==> src/hw/rtl/macd_indicator_unit_macros.svh <==
// assertion macros shared by the macd indicator unit
// expects clk and rst_n in the scope of use
`ifndef MACD_INDICATOR_UNIT_MACROS_SVH
`define MACD_INDICATOR_UNIT_MACROS_SVH

// same-cycle implication
`define MACD_ASSERT_NOW(label, ante, cons, msg) \
  label: assert property (@(posedge clk) disable iff (!rst_n) (ante) |-> (cons)) \
    else $error(msg);

// next-cycle implication
`define MACD_ASSERT_NEXT(label, ante, cons, msg) \
  label: assert property (@(posedge clk) disable iff (!rst_n) (ante) |=> (cons)) \
    else $error(msg);

`endif

==> src/hw/rtl/macd_pkg.sv <==
// shared constants, types and helper functions of the macd indicator unit
// no dependencies
package macd_pkg;

  localparam int PRICE_W    = 32;
  localparam int FRAC_W     = 16;
  localparam int PERIOD_W   = 8;
  localparam int OUT_W      = PRICE_W + 2;
  localparam int ALPHA_W    = FRAC_W + 1;
  localparam int SEED_W     = PRICE_W + PERIOD_W;
  localparam int SIG_SEED_W = SEED_W + 2;
  localparam int COUNT_W    = PERIOD_W + 1;
  localparam int AVG_W      = SIG_SEED_W + 1;
  localparam int DIFF_W     = AVG_W + 1;
  localparam int PROD_W     = DIFF_W + ALPHA_W + 1;
  localparam int DIV_W      = SIG_SEED_W;
  localparam int DIV_CNT_W  = $clog2(DIV_W);
  localparam int CFG_IDX_W  = 3;
  localparam int CFG_DATA_W = (ALPHA_W > PERIOD_W) ? ALPHA_W : PERIOD_W;

  localparam logic [CFG_IDX_W-1:0] CFG_FAST_PERIOD   = CFG_IDX_W'(0);
  localparam logic [CFG_IDX_W-1:0] CFG_SLOW_PERIOD   = CFG_IDX_W'(1);
  localparam logic [CFG_IDX_W-1:0] CFG_SIGNAL_PERIOD = CFG_IDX_W'(2);
  localparam logic [CFG_IDX_W-1:0] CFG_FAST_ALPHA    = CFG_IDX_W'(3);
  localparam logic [CFG_IDX_W-1:0] CFG_SLOW_ALPHA    = CFG_IDX_W'(4);
  localparam logic [CFG_IDX_W-1:0] CFG_SIGNAL_ALPHA  = CFG_IDX_W'(5);

  localparam logic [PERIOD_W-1:0] FAST_PERIOD_RST   = PERIOD_W'(12);
  localparam logic [PERIOD_W-1:0] SLOW_PERIOD_RST   = PERIOD_W'(26);
  localparam logic [PERIOD_W-1:0] SIGNAL_PERIOD_RST = PERIOD_W'(9);
  localparam logic [ALPHA_W-1:0]  FAST_ALPHA_RST    = ALPHA_W'(10082);
  localparam logic [ALPHA_W-1:0]  SLOW_ALPHA_RST    = ALPHA_W'(4855);
  localparam logic [ALPHA_W-1:0]  SIGNAL_ALPHA_RST  = ALPHA_W'(13107);

  typedef enum logic [1:0] {
    DIV_FAST,
    DIV_SLOW,
    DIV_SIG
  } macd_div_sel_t;

  typedef enum logic [3:0] {
    ST_IDLE,
    ST_PRICE,
    ST_EMA,
    ST_FWAIT,
    ST_SWAIT,
    ST_MACD,
    ST_SIG,
    ST_SEMA,
    ST_GWAIT,
    ST_OUT
  } macd_state_t;

  typedef struct packed {
    logic          load;
    logic          price_stage;
    logic          ema_stage;
    logic          macd_stage;
    logic          sig_stage;
    logic          sema_stage;
    logic          out_load;
    logic          div_start;
    macd_div_sel_t div_sel;
    logic          wr_fast;
    logic          wr_slow;
    logic          wr_sig;
  } macd_cmd_t;

  typedef struct packed {
    logic fast_div;
    logic slow_div;
    logic macd_ok;
    logic sig_div;
    logic div_done;
  } macd_stat_t;

  function automatic logic [PERIOD_W-1:0] eff_period(input logic [PERIOD_W-1:0] p);
    return (p == '0) ? PERIOD_W'(1) : p;
  endfunction

  // anything above one acts as one
  function automatic logic [ALPHA_W-1:0] eff_alpha(input logic [ALPHA_W-1:0] a);
    return a[ALPHA_W-1] ? {1'b1, {(ALPHA_W-1){1'b0}}} : a;
  endfunction

  function automatic logic signed [OUT_W-1:0] sat_out(input logic signed [DIFF_W-1:0] v);
    logic [DIFF_W-OUT_W:0] hi_bits;
    hi_bits = v[DIFF_W-1:OUT_W-1];
    if (hi_bits == '0 || hi_bits == '1) begin
      return v[OUT_W-1:0];
    end else if (v[DIFF_W-1]) begin
      return {1'b1, {(OUT_W-1){1'b0}}};
    end else begin
      return {1'b0, {(OUT_W-1){1'b1}}};
    end
  endfunction

endpackage

==> src/hw/rtl/macd_ctrl.sv <==
// macd controller: sequences one word through the datapath and owns the
// channel handshakes; depends on macd_pkg
module macd_ctrl (
  input  logic                 clk,
  input  logic                 rst_n,
  input  logic                 in_valid,
  output logic                 in_ready,
  output logic                 out_valid,
  input  logic                 out_ready,
  input  macd_pkg::macd_stat_t stat,
  output macd_pkg::macd_cmd_t  cmd
);

  macd_pkg::macd_state_t state_r, state_nxt;
  logic                  out_valid_r, out_valid_nxt;

  always_ff @(posedge clk) begin
    if (!rst_n) begin
      state_r     <= macd_pkg::ST_IDLE;
      out_valid_r <= 1'b0;
    end else begin
      state_r     <= state_nxt;
      out_valid_r <= out_valid_nxt;
    end
  end

  always_comb begin
    state_nxt     = state_r;
    cmd           = '0;
    in_ready      = 1'b0;
    out_valid_nxt = out_valid_r && !out_ready;
    unique case (state_r)
      macd_pkg::ST_IDLE: begin
        in_ready = 1'b1;
        if (in_valid) begin
          cmd.load  = 1'b1;
          state_nxt = macd_pkg::ST_PRICE;
        end
      end
      macd_pkg::ST_PRICE: begin
        cmd.price_stage = 1'b1;
        state_nxt       = macd_pkg::ST_EMA;
      end
      macd_pkg::ST_EMA: begin
        cmd.ema_stage = 1'b1;
        priority if (stat.fast_div) begin
          cmd.div_start = 1'b1;
          cmd.div_sel   = macd_pkg::DIV_FAST;
          state_nxt     = macd_pkg::ST_FWAIT;
        end else if (stat.slow_div) begin
          cmd.div_start = 1'b1;
          cmd.div_sel   = macd_pkg::DIV_SLOW;
          state_nxt     = macd_pkg::ST_SWAIT;
        end else if (stat.macd_ok) begin
          state_nxt = macd_pkg::ST_MACD;
        end else begin
          state_nxt = macd_pkg::ST_OUT;
        end
      end
      macd_pkg::ST_FWAIT: begin
        if (stat.div_done) begin
          cmd.wr_fast = 1'b1;
          priority if (stat.slow_div) begin
            cmd.div_start = 1'b1;
            cmd.div_sel   = macd_pkg::DIV_SLOW;
            state_nxt     = macd_pkg::ST_SWAIT;
          end else if (stat.macd_ok) begin
            state_nxt = macd_pkg::ST_MACD;
          end else begin
            state_nxt = macd_pkg::ST_OUT;
          end
        end
      end
      macd_pkg::ST_SWAIT: begin
        if (stat.div_done) begin
          cmd.wr_slow = 1'b1;
          state_nxt   = stat.macd_ok ? macd_pkg::ST_MACD : macd_pkg::ST_OUT;
        end
      end
      macd_pkg::ST_MACD: begin
        cmd.macd_stage = 1'b1;
        state_nxt      = macd_pkg::ST_SIG;
      end
      macd_pkg::ST_SIG: begin
        cmd.sig_stage = 1'b1;
        state_nxt     = macd_pkg::ST_SEMA;
      end
      macd_pkg::ST_SEMA: begin
        cmd.sema_stage = 1'b1;
        if (stat.sig_div) begin
          cmd.div_start = 1'b1;
          cmd.div_sel   = macd_pkg::DIV_SIG;
          state_nxt     = macd_pkg::ST_GWAIT;
        end else begin
          state_nxt = macd_pkg::ST_OUT;
        end
      end
      macd_pkg::ST_GWAIT: begin
        if (stat.div_done) begin
          cmd.wr_sig = 1'b1;
          state_nxt  = macd_pkg::ST_OUT;
        end
      end
      macd_pkg::ST_OUT: begin
        if (!out_valid_r || out_ready) begin
          cmd.out_load  = 1'b1;
          out_valid_nxt = 1'b1;
          state_nxt     = macd_pkg::ST_IDLE;
        end
      end
      default: begin
        state_nxt = macd_pkg::ST_IDLE;
      end
    endcase
  end

  assign out_valid = out_valid_r;

endmodule

==> config.mk <==
export PLATFORM = sky130hd
export DESIGN_NAME = macd_ctrl
export DESIGN_NICKNAME = d
export VERILOG_FILES = /design/src/hw/rtl/macd_indicator_unit_macros.svh /design/src/hw/rtl/macd_pkg.sv /design/src/hw/rtl/macd_ctrl.sv
export SDC_FILE = /design/constraint.sdc
export NUM_CORES = 1
export LEC_CHECK = 0
export BUFFER_PORTS_ARGS = -buffer_cell sky130_fd_sc_hd__buf_2
export CAP_MARGIN = 20
export CORE_AREA = 2 2 39 41
export CTS_CLUSTER_DIAMETER = 120
export CTS_CLUSTER_SIZE = 25
export DETAILED_ROUTE_END_ITERATION = 7
export DIE_AREA = 0 0 41 43
export PLACE_DENSITY = 0.84
export SLEW_MARGIN = 10
export SYNTH_ARGS = -nofsm -noshare
export SYNTH_HDL_FRONTEND = slang
export SYNTH_SLANG_ARGS = --single-unit
==> constraint.sdc <==
create_clock -name clk -period 1.7 [get_ports clk]
set_clock_uncertainty 0.05 [all_clocks]
set_input_delay 0.085 -clock clk [delete_from_list [all_inputs] [get_ports clk]]
set_output_delay 0.085 -clock clk [all_outputs]
set_load 0.01 [all_outputs]
## After elaboration in Yosys (flattened, before gate mapping)

Cells that the tools add are included.

- Bits in registers: 5
- Input port bits: 9
- Word-level logic and storage cells: 53

- Equality and inequality tests: 14
- Muxes and demuxes: 31
- Reductions and logical operators: 6

Operator list:

| operator | number |
|---|---|
| $pmux 4 s10 | 1 |
| $mux 4 | 9 |
| $mux 1 | 17 |
| $eq 4x3->1 const B | 4 |
| $ne 2x2->1 const B | 5 |
| $mux 3 | 3 |
| $pmux 3 s3 | 1 |
| $eq 4x2->1 const B | 2 |
| $eq 4x4->1 const B | 2 |
| $reduce_and 5->1 | 1 |
| $eq 4x1->1 const B | 1 |
| $logic_not 4->1 | 1 |
| $logic_not 1->1 | 2 |
| $logic_and 1x1->1 | 1 |
| $logic_or 1x1->1 | 1 |

## Depth between registers and ports, before layout

- Word-level depth: 4
- Depth in mapped cells: 6
- Gate-level depth less buffers: 4

## Worst setup path before layout

No wires, ideal clock.

- Path type: register to output
- From: register state_r[0]
- To: output port cmd[12] (netlist name)
- Arrival time: 1.268 ns
- Slack: 0.297 ns
- Stages on the path, launching flop included: 4
- Path through: dfxtp_1 -> buf_4 -> nor4_1 -> and2_1

RTL lines:

| element | line | source |
|---|---|---|
| start, declared | macd_ctrl.sv:14 | `macd_pkg::macd_state_t state_r, state_nxt;` |
| start signal, assigned | macd_ctrl.sv:19 | `state_r <= macd_pkg::ST_IDLE;` |
| start signal, assigned | macd_ctrl.sv:22 | `state_r <= state_nxt;` |
| end, declared | macd_ctrl.sv:11 | `output macd_pkg::macd_cmd_t cmd` |

==> qor.csv <==
stage,metric,value,unit
logic_synthesis,synthArstFlopShare,0,
logic_synthesis,syn_inst,80,
logic_synthesis,yosysUniqueCellTypes,36,
die,start_util,0.428,
setup_path,endpoint_kind,primary output,
layout,diodes,0,
clock_network,h-tree-depth,1,
placement,port_buffers,23,
sta,finalMaxSlewViolations,0,
setup_path,worstPathArrival,1.42,ns
die,placement_rows,14,
detailed_routing,drt-total-wl,1.49,mm
sta,rsz0062_at_grt,no,
sta,hold_viol_final,0,
detailed_routing,vias,671,
logic_synthesis,ys_top_cells_by_area,"dfxtp_1 17%, nor2_1 6.3%, nor3_1 5.9%, and3_1 5.3%, nor4b_4 4.0%",
pwr,p_leak,0.356,nW
die,pin_count,24,
setup_path,cp_max_fo,12,
global_route,grt_usage,0.186,
layout,syn_to_final_growth,27.5,%
clock_network,clockBufferDepth,2,
logic_synthesis,yosys_warnings,0,
sta,relSlewSlack,0.807,
clock_network,cts_buffers,3,
logic_synthesis,ys_ff_latch,5,
detailed_routing,drtPass1Iterations,4,
logic_synthesis,synth_nets,89,
logic_synthesis,synth_top_flop_cell,dfxtp_1,
global_route,antenna_found_initial,0,
logic_synthesis,synth.most_common_cell,nor2_1,
clock_network,cts.sinks,5,
global_route,grt_max_degree,15,
die,core_area,0.00138,sq mm
setup_path,cp_data_required_time,1.56,ns
min_path,hold_class,primary input to flip-flop,
detailed_routing,remaining_drc_errors,0,
sta,fin_crit_sh,0.913,
sta,fmax,0.644,GHz
global_route,grt_pass1_vias,527,
sta,min_period,1.55,ns
die,dieArea,0.00176,sq mm
placement,dp.cells,118,
pwr,vdd_ir_drop_max,0.711,mV
placement,hpwl,1.12,mm
clock_network,cts_setup_buffers,0,
clock_network,cts_tree,built,
sta,tns,0,ns
layout,post-route-util,0.545,
logic_synthesis,synth_common_cells,"10 x nor2_1, 7 x nor3_1, 5 x and3_1, 5 x dfxtp_1, 5 x nand2_1",
status,outcome,"finished, final reports clean",
die,fp.dieH,43,um
detailed_routing,wl_per_cell,12.2,um
run,max-cap-violations,0,
setup_path,critPathKind,flip-flop to primary output,
placement,gp_congestion,0.806,
layout,drive_above_1_share,0.406,
logic_synthesis,synth_top_area_frac,0.169,
layout,instances_no_fill,122,
logic_synthesis,syn_area_per_cell,7.40,sq um
logic_synthesis,synth_top_cell_by_area,dfxtp_1,
logic_synthesis,synth.cell_area,592,sq um
logic_synthesis,seq_area_frac_synth,0.169,
sta,setup-violations-final,0,
global_route,overflow,0,
logic_synthesis,synth_edf_count,0,
layout,num-nets-final,116,
detailed_routing,first_iter_violations,25,
clock_network,cts-root-buf,clkbuf_4,
clock_network,cts_hold_buf,0,
clock_network,clkTransAtPathRegs,0.04,ns
pwr,power,1.03,mW
detailed_routing,final_antenna_net_count,0,
pwr,cellPowerDensity,1360,mW/mm^2
detailed_routing,post_drt_via_cell_ratio,5.50,
setup_path,cp-start-kind,flip-flop,
die,die_w,41,um
global_route,grt_pass1_wl,2.32,mm
sta,worstMarginPinSlew,0.287,ns
clock_network,clk_latency,0.24,ns
==> logic make-up (layout without fill, tap and decap cells) <==
family                 after synthesis  count (layout)  share of synthesized area
AND/OR/NAND/NOR                     44              44                      0.457
AO/OA/AOI/OAI                       21              21                      0.260
multiplexers                         2               2                     0.0338
flip-flops                           5               5                      0.169
buffers and inverters                8              34                     0.0803
==> worst max-delay path: stages, from the launching register on <==
cell and delay [ns]:
dfxtp_2 0.47, and2b_4 0.25, and3_1 0.18, o21bai_1 0.14, buf_2 0.14
==> final cells by class <==
| type | count | area, sq um |
|---|---|---|
| fill | 144 | 629 |
| multi-input combinational | 67 | 444 |
| timing repair buffer | 27 | 145 |
| sequential | 5 | 108 |
| clock buffer | 4 | 26.3 |
| tap | 16 | 20.0 |
| inverter | 3 | 11.3 |
==> layout by cell type, fill, tap and decap left out, types with 2 or more instances in the layout <==
cell type,Yosys,layout
buf_2,2,23
nor2_1,10,10
nor3_1,7,7
nand2_1,5,5
and3_1,5,5
a21oi_1,4,4
o21ai_0,4,4
buf_4,2,4
o21bai_1,3,3
nor2b_1,3,3
clkbuf_4,0,3
dfxtp_2,0,3
and2_1,2,2
inv_1,2,2
nor3b_1,2,2
mux2i_1,2,2
o2111ai_1,2,2
==> state kept, by name, indices dropped and copies added, names as in the netlist <==
signal,count
state_r,4
out_valid,1
==> per-layer routing <==
metal	share of wire	global-route usage
met5	0	0
met4	0	0
met3	0.082	0.0628
met2	0.43	0.275
met1	0.48	0.274
==> final timing paths <==
path	slack, ns	end	startpoint	depth (start not counted)
max	0.15	cmd[5]	state_r[3]	4
min	0.12	out_valid	out_ready	4
max reg2reg	0.25	state_r[2]	state_r[2]	5
min reg2reg	0.59	out_valid	out_valid	3
==> report_power, final <==
group | switching (mW) | total [mW] | leakage, nW | internal, mW
clock | 0.0483 | 0.137 | 0.0150 | 0.0887
sequential | 0.117 | 0.283 | 0.0427 | 0.166
combinational | 0.301 | 0.606 | 0.298 | 0.305
total | 0.466 | 1.03 | 0.356 | 0.560
==> stage by stage <==
| step | hold WS (ns) | worst slack (ns) | cell area (sq um) |
|---|---|---|---|
| after floorplan | 0.208 | 0.297 | 592 |
| final | 0.116 | 0.147 | 754 |
| after detailed placement | 0.345 | 0.122 | 721 |
| after global placement | 0.331 | 0.183 | 721 |
| after global routing | 0.117 | 0.00115 | 754 |
| after CTS | 0.109 | 0.0351 | 751 |
==> what timing repair did <==
action                     CTS  global route
setup endpoints to repair    1             2
gates cloned                 0             0
resized for setup            3             2
Note: power is estimated with default switching activity, not from simulation.
